**src/sv/jeti_pkg.sv**
```systemverilog
// Shared types, constants and helper functions of the escape-time iterator.
`default_nettype none
package jeti_pkg;

  localparam int FRAC_BITS_DEF  = 28;
  localparam int PIXEL_BITS_DEF = 12;
  localparam int ITER_BITS_DEF  = 16;

  localparam int VAL_W     = 32;
  localparam int STEP_W    = 31;
  localparam int LIMIT_W   = 16;
  localparam int CFG_IDX_W = 3;
  localparam int PROD_W    = 64;
  localparam int SAT_W     = 66;

  localparam logic [LIMIT_W-1:0] LIMIT_RESET = 16'd256;

  localparam logic [CFG_IDX_W-1:0] REG_MODE           = 3'd0;
  localparam logic [CFG_IDX_W-1:0] REG_MAX_ITERATIONS = 3'd1;
  localparam logic [CFG_IDX_W-1:0] REG_CONST_REAL     = 3'd2;
  localparam logic [CFG_IDX_W-1:0] REG_CONST_IMAG     = 3'd3;
  localparam logic [CFG_IDX_W-1:0] REG_LEFT_EDGE      = 3'd4;
  localparam logic [CFG_IDX_W-1:0] REG_COLUMN_STEP    = 3'd5;
  localparam logic [CFG_IDX_W-1:0] REG_TOP_EDGE       = 3'd6;
  localparam logic [CFG_IDX_W-1:0] REG_ROW_STEP       = 3'd7;

  typedef enum logic [2:0] {
    ST_IDLE,
    ST_MAP,
    ST_SETUP,
    ST_RADIUS,
    ST_UPDATE,
    ST_MULT
  } state_t;

  typedef enum logic [1:0] {
    MUL_MAP,
    MUL_KI,
    MUL_Z
  } mul_sel_t;

  typedef enum logic [1:0] {
    RES_BOUNDED,
    RES_ESC_NOW,
    RES_ESC_PREV
  } res_kind_t;

  typedef struct packed {
    mul_sel_t  mul_sel;
    logic      load_pixel;
    logic      load_z;
    logic      load_radius;
    logic      update_z;
    logic      finish;
    res_kind_t kind;
  } cmd_t;

  typedef struct packed {
    logic first;
    logic last;
    logic mag_over;
    logic overflow;
  } status_t;

  function automatic logic sat_ovf(input logic signed [SAT_W-1:0] v);
    sat_ovf = !((&v[SAT_W-1:VAL_W-1]) || !(|v[SAT_W-1:VAL_W-1]));
  endfunction

  function automatic logic signed [VAL_W-1:0] sat_val(input logic signed [SAT_W-1:0] v);
    if (!sat_ovf(v)) begin
      sat_val = v[VAL_W-1:0];
    end else if (v[SAT_W-1]) begin
      sat_val = {1'b1, {(VAL_W-1){1'b0}}};
    end else begin
      sat_val = {1'b0, {(VAL_W-1){1'b1}}};
    end
  endfunction

endpackage
`default_nettype wire

```
**src/sv/jeti_ctrl.sv**
```systemverilog
// Sequencer that steps one pixel through mapping, setup and the orbit loop.
`default_nettype none
module jeti_ctrl import jeti_pkg::*; (
  input  wire logic    clk,
  input  wire logic    rst,
  input  wire logic    start,
  input  wire status_t status,
  output cmd_t         cmd,
  output logic         busy
);

  state_t state;
  state_t state_next;

  always_ff @(posedge clk) begin
    if (rst) begin
      state <= ST_IDLE;
    end else begin
      state <= state_next;
    end
  end

  always_comb begin
    state_next      = state;
    cmd             = '0;
    cmd.mul_sel     = MUL_Z;
    cmd.kind        = RES_BOUNDED;
    busy            = (state != ST_IDLE);
    case (state)
      ST_IDLE: begin
        if (start) begin
          cmd.load_pixel = 1'b1;
          state_next     = ST_MAP;
        end
      end
      ST_MAP: begin
        cmd.mul_sel = MUL_MAP;
        state_next  = ST_SETUP;
      end
      ST_SETUP: begin
        cmd.mul_sel = MUL_KI;
        cmd.load_z  = 1'b1;
        state_next  = ST_RADIUS;
      end
      ST_RADIUS: begin
        cmd.load_radius = 1'b1;
        state_next      = ST_UPDATE;
      end
      ST_UPDATE: begin
        // The squares on hand belong to the current z, so the magnitude test
        // covers the previous iteration before this one is applied.
        if (!status.first && status.mag_over) begin
          cmd.finish = 1'b1;
          cmd.kind   = RES_ESC_PREV;
          state_next = ST_IDLE;
        end else if (status.last) begin
          cmd.finish = 1'b1;
          cmd.kind   = RES_BOUNDED;
          state_next = ST_IDLE;
        end else if (status.overflow) begin
          cmd.finish = 1'b1;
          cmd.kind   = RES_ESC_NOW;
          state_next = ST_IDLE;
        end else begin
          cmd.update_z = 1'b1;
          state_next   = ST_MULT;
        end
      end
      ST_MULT: begin
        state_next = ST_UPDATE;
      end
      default: begin
        state_next = ST_IDLE;
      end
    endcase
  end

endmodule
`default_nettype wire

```
**config.mk**
```make
export PLATFORM = sky130hd
export DESIGN_NAME = jeti_ctrl
export DESIGN_NICKNAME = d
export VERILOG_FILES = /design/src/sv/jeti_pkg.sv /design/src/sv/jeti_ctrl.sv
export SDC_FILE = /design/constraint.sdc
export NUM_CORES = 1
export LEC_CHECK = 0
export BUFFER_PORTS_ARGS = -buffer_cell sky130_fd_sc_hd__buf_2
export CELL_PAD_IN_SITES_DETAIL_PLACEMENT = 1
export CELL_PAD_IN_SITES_GLOBAL_PLACEMENT = 1
export CORE_AREA = 2 2 39 41
export DETAILED_ROUTE_END_ITERATION = 10
export DIE_AREA = 0 0 41 43
export PLACE_DENSITY_LB_ADDON = 0.05
export SYNTH_ARGS = -nofsm -noshare
export SYNTH_HDL_FRONTEND = slang
export SYNTH_SLANG_ARGS = --single-unit
```
**constraint.sdc**
```tcl
create_clock -name clk -period 2.83 [get_ports clk]
set_input_delay 0.1415 -clock clk [delete_from_list [all_inputs] [get_ports clk]]
set_output_delay 0.1415 -clock clk [all_outputs]
set_load 0.05 [all_outputs]
```
==> results.cfg, run 1 <==
[routing]
via_per_inst = 4.16
postRouteAntennaNets = 0
totalWireLength_um = 630
first_pass_iters = 2
via_count = 258
first_iter_violations = 1
drc = 0
wl_per_cell_um = 10.2

[timing]
hold_slack_ps = 107
finalCritPeriodShare_pct = 57.2
period_minus_slack_ps = 1620
finalSetupViolations = 0
drv_slew = 0
slew-limit-headroom_pct = 77.5
clock.fmax_mhz = 617
rsz0062_at_grt = false
hold_viol_final = 0
tightestPinTransition_ps = 337
worst_clock_skew_ps = 3.25
tns_ps = 0

[cts]
path_clk_slew_ps = 40
cts_tree = yes
cts_hold_buf = 0
worstSkewPairLatency_ps = 230
ctsResizeCount = 0
post-cts-setup-buffer-count = 0
cts_buffer_depth = 2
cts_root_buf = clkbuf_4
cts.sinks = 3
cts-buffers-inserted = 3
ctsHtreeMaxLevel = 1

[synthesis]
synth_cell_types = 20
syn_inst = 29
ys_warn_count = 0
synth_area_um2 = 244
yosysSeqAreaShare_pct = 24.6
syn_nets = 36
ys_ff_latch = 3
avgSynthCellArea_um2 = 8.41

[final_layout]
fin_util_pct = 24.9
largest_registers = state x3
syn_to_final_growth_pct = 41.0
fill_cells = 177
final_common_cell = buf_2
drive_gt1_share_pct = 52.2
final_nets = 54
layout_common_cells = buf_2, nor2_1, clkbuf_4, dfxtp_1
seq_area_um2 = 60.1
multi_input_area_um2 = 154
n_antenna_cell = 0
largest_reg_flops = 3
regMostFlops = state

[die]
dieArea_um2 = 1760
core_area_um2 = 1380
fp-row-count = 14
start_util_pct = 17.6
io_pins = 17
die_h_um = 43
die_x_um = 41

[setup_path]
cp.arrival_ps = 1480
critical_path.max_fanout = 10
critical_path_class = reg2out
cp_slowest_cell = or3_2
path_cells = or3_2 -> nor2_1 -> buf_2
cpPeakStageDelay_ps = 490
cp.required_ps = 2690
critPathLaunchType = flop
end_kind = output port

[global_routing]
grt_pass1_wl_um = 938
antenna_found_initial = 0
grt_pass1_vias = 266
grt_util_all_layers_pct = 7.92
grt_max_degree = 11
grt_remaining_overflow = 0

[pwr]
peakVddDrop_v = 0.000117
power.density_nw_per_um2 = 631
p_leak_nw = 0.186

[status]
status = complete, no violations

[min_path]
hp-class = in2reg

[placed_design]
io_buffers = 16
routabilityCongestion = 0.647

[flow_run]
drv_cap = 0
==> synthesized netlist by cell type <==
| master | n | area, µm² |
|---|---|---|
| buf_6 | 1 | 11.3 |
| a211oi_2 | 1 | 12.5 |
| nor3b_1 | 1 | 7.51 |
| buf_4 | 2 | 15.0 |
| dfxtp_1 | 3 | 60.1 |
| and3_1 | 2 | 12.5 |
| or3_2 | 1 | 7.51 |
| o21bai_1 | 1 | 7.51 |
| nand2b_1 | 1 | 6.26 |
| nor2_1 | 4 | 15.0 |
| nand2_1 | 2 | 7.51 |
| xor2_1 | 2 | 17.5 |
| or4_4 | 1 | 11.3 |
| nor3_1 | 1 | 5.00 |
| and3b_2 | 1 | 10.0 |
| inv_1 | 1 | 3.75 |
| nand2b_4 | 1 | 13.8 |
| a21oi_1 | 1 | 5.00 |
| nor2b_1 | 1 | 6.26 |
| nor4b_1 | 1 | 8.76 |
==> kinds of logic (layout without fill, tap and decap cells) <==
kind of cell	Yosys count	after routing	share of synthesized area, %
simple gates	17	17	45.6
buf+inv	4	21	12.3
compound gates	3	3	10.3
flops	3	3	24.6
xor+xnor	2	2	7.18
==> worst max-delay path, delay by kind of cell, from the launching register on <==
kind	cells	cell delay, ps
flip-flops	1	400
buffers and inverters	1	260
AND/OR/NAND/NOR	2	580
==> final timing paths <==
kind	to	start	slack (ps)	depth (start not counted)
setup / recovery	cmd[6]	state[2]	1210	3
hold reg to reg	state[2]	state[0]	560	2
hold / removal	state[0]	rst	110	2
setup reg to reg	state[0]	state[2]	1570	3
==> report_power, final <==
group          leakage [nW]  switching, W  internal (W)  total [W]
logic                 0.146     0.0000636     0.0000245  0.0000881
clock network        0.0150     0.0000211     0.0000528  0.0000738
registers            0.0246    0.00000864     0.0000465  0.0000552
total                 0.186     0.0000933      0.000124   0.000217
==> metrics by stage <==
step / cell area [µm²] / instances / total power (W) / setup slack (ps)
2_1_floorplan: 244 / 29 / 0.000130 / 463
3_3_place_gp: 318 / 58 / 0.000144 / 1470
3_5_place_dp: 318 / 58 / 0.000145 / 1450
4_1_cts: 344 / 62 / 0.000223 / 1190
5_1_grt: 344 / 62 / 0.000230 / 1090
6_report: 344 / 62 / 0.000217 / 1210
==> metal layers <==
layer / routed length, µm / share of wire, % / GRT usage, %
met1: 244 / 39 / 7.03
met2: 355 / 56 / 14.1
met3: 30 / 4.8 / 0
met4: 0 / 0 / 8.00
met5: 0 / 0 / 0
==> cell type report <==
cell class                      instances  share of cell area, %
Timing Repair Buffer                   16                   23.3
Inverter                                1                   1.09
Multi-Input combinational cell         22                   44.7
Sequential cell                         3                   17.5
Clock buffer                            4                   7.64
Tap cell                               16                   5.82
(Power assumes the default switching activity.)
==> inputs of run 2 (changes only) <==
ABC_AREA = 1   (was not set)
clock period = 1.6 ns   (was 2.83 ns; I/O delays follow)
==> results.cfg, run 2 <==
[routing]
first_iter_violations = 0
postRouteAntennaNets = 0
totalWireLength_um = 702
wl_per_cell_um = 9.89
drc = 0
via_per_inst = 4.10
via_count = 291
first_pass_iters = 1

[synthesis]
syn_inst = 36
synthFlopType = dfxtp_1
synth_compound_area_share_pct = 6.94
synth_top_family_by_area = simple AND/OR/NAND/NOR gates
synth-xor-area-share_pct = 0
avgSynthCellArea_um2 = 6.01
syn_nets = 43
ys_ff_latch = 3
synth_common_cells = nor2_1, nand2_1, inv_1, dfxtp_1
synth.area.top_cells = dfxtp_1, nor2_1, nand2_1
ys_warn_count = 0
synth-simple-area-share_pct = 53.2
synth_area_um2 = 216
synth_cell_types = 14
yosysSeqAreaShare_pct = 27.7
synth_mux_area_share_pct = 0
synthArstFlopShare_pct = 0
synth_edf_count = 0
synthAdderAreaFrac_pct = 0
yosysMostFrequentCell = nor2_1
synth_top_area_share_pct = 27.7
yosysTopAreaCell = dfxtp_1

[timing]
worst_clock_skew_ps = 4.88
period_minus_slack_ps = 1420
slew-limit-headroom_pct = 79.1
timing.final.ws_setup_ps = 177
tns_ps = 0
clock.fmax_mhz = 703
hold_viol_final = 0
finalCritPeriodShare_pct = 88.9
drv_slew = 0
tightestPinTransition_ps = 314
finalSetupViolations = 0
rsz0062_at_grt = false
hold_slack_ps = 30.1

[cts]
cts_tree = yes
cts_root_buf = clkbuf_4
path_clk_slew_ps = 40
post-cts-setup-buffer-count = 0
ctsHtreeMaxLevel = 1
ctsResizeCount = 0
cts-buffers-inserted = 3
cts_buffer_depth = 2
cts.sinks = 3
cts_hold_buf = 0
worstSkewPairLatency_ps = 240

[final_layout]
largest_registers = state x3
regMostFlops = state
fin_util_pct = 24.9
n_antenna_cell = 0
layout_common_cells = buf_2, nor2_1, nand2_1
final_common_cell = buf_2
largest_reg_flops = 3
fill_cells = 190
seq_area_um2 = 60.1
multi_input_area_um2 = 139
syn_to_final_growth_pct = 59.0
drive_gt1_share_pct = 45.5
final_nets = 63

[setup_path]
end_kind = output port
cpPeakStageDelay_ps = 490
critPathLaunchType = flop
cp.arrival_ps = 1340
path_cells = inv_2 -> nand2_1 -> nor2_1 -> nor2_1 -> buf_2
path_common_cell = nor2_1
critical_path.max_fanout = 6
critical_path_class = reg2out
cp_slowest_cell = dfxtp_1
cp.required_ps = 1520

[global_routing]
grt_max_degree = 7
grt_util_all_layers_pct = 10.4
grt_pass1_vias = 312
grt_remaining_overflow = 0
grt_pass1_wl_um = 1220
antenna_found_initial = 0

[die]
die_h_um = 43
io_pins = 17
fp-row-count = 14
die_x_um = 41
start_util_pct = 15.6
dieArea_um2 = 1760
core_area_um2 = 1380

[pwr]
peakVddDrop_v = 0.000547
p_total_w = 0.000400
p_leak_nw = 0.189
power.density_nw_per_um2 = 1160

[placed_design]
io_buffers = 16
routabilityCongestion = 0.685
dp_slack_ps = 409
post-dp-hpwl_um = 561

[min_path]
hp-class = in2reg

[flow_run]
drv_cap = 0

[status]
status = complete, no violations
## run 2: cell type report
type	count	share of cell area [%]
multi-input combinational	27	40.4
timing repair buffer	16	23.3
sequential	3	17.5
clock buffer	4	7.64
tap	16	5.82
inverter	5	5.45
## run 2: path summary, 6_finish.rpt
path,slack (ps),from,cells after the start,to
setup reg to reg,600,state[0],5,state[2]
setup / recovery,180,state[2],5,cmd[8]
hold / removal,30,rst,2,state[1]
hold reg to reg,640,state[1],3,state[1]
## run 2: metrics by stage
stage / cells / area [µm²]
after floorplan: 36 / 225
after global placement: 67 / 318
after detailed placement: 67 / 318
after CTS: 71 / 344
after global routing: 71 / 344
final: 71 / 344
## run 2: where the power goes
group | total [W] | switching [W] | internal [W] | leakage (nW)
clock network | 0.000135 | 0.0000417 | 0.0000936 | 0.0150
logic | 0.000167 | 0.000127 | 0.0000396 | 0.149
registers | 0.0000981 | 0.0000151 | 0.0000830 | 0.0247
## run 2: critical path: cells and delay by family (launching register included)
kind	cells	cell delay [ps]
DFF	1	490
buffers and inverters	2	360
and+or+nand+nor	3	250
## run 2: cell families (layout without fill, tap and decap cells)
logic type,count (synthesis),count (layout)
buffers and inverters,6,25
DFF,3,3
and+or+nand+nor,24,24
AOI/OAI and AO/OA,3,3
## run 2: per-layer routing
| metal | track usage (%) | wire [µm] | part of all wire, % |
|---|---|---|---|
| met2 | 13.1 | 321 | 46 |
| met5 | 0 | 0 | 0 |
| met4 | 6.00 | 0 | 0 |
| met3 | 6.81 | 71 | 10 |
| met1 | 12.8 | 309 | 44 |
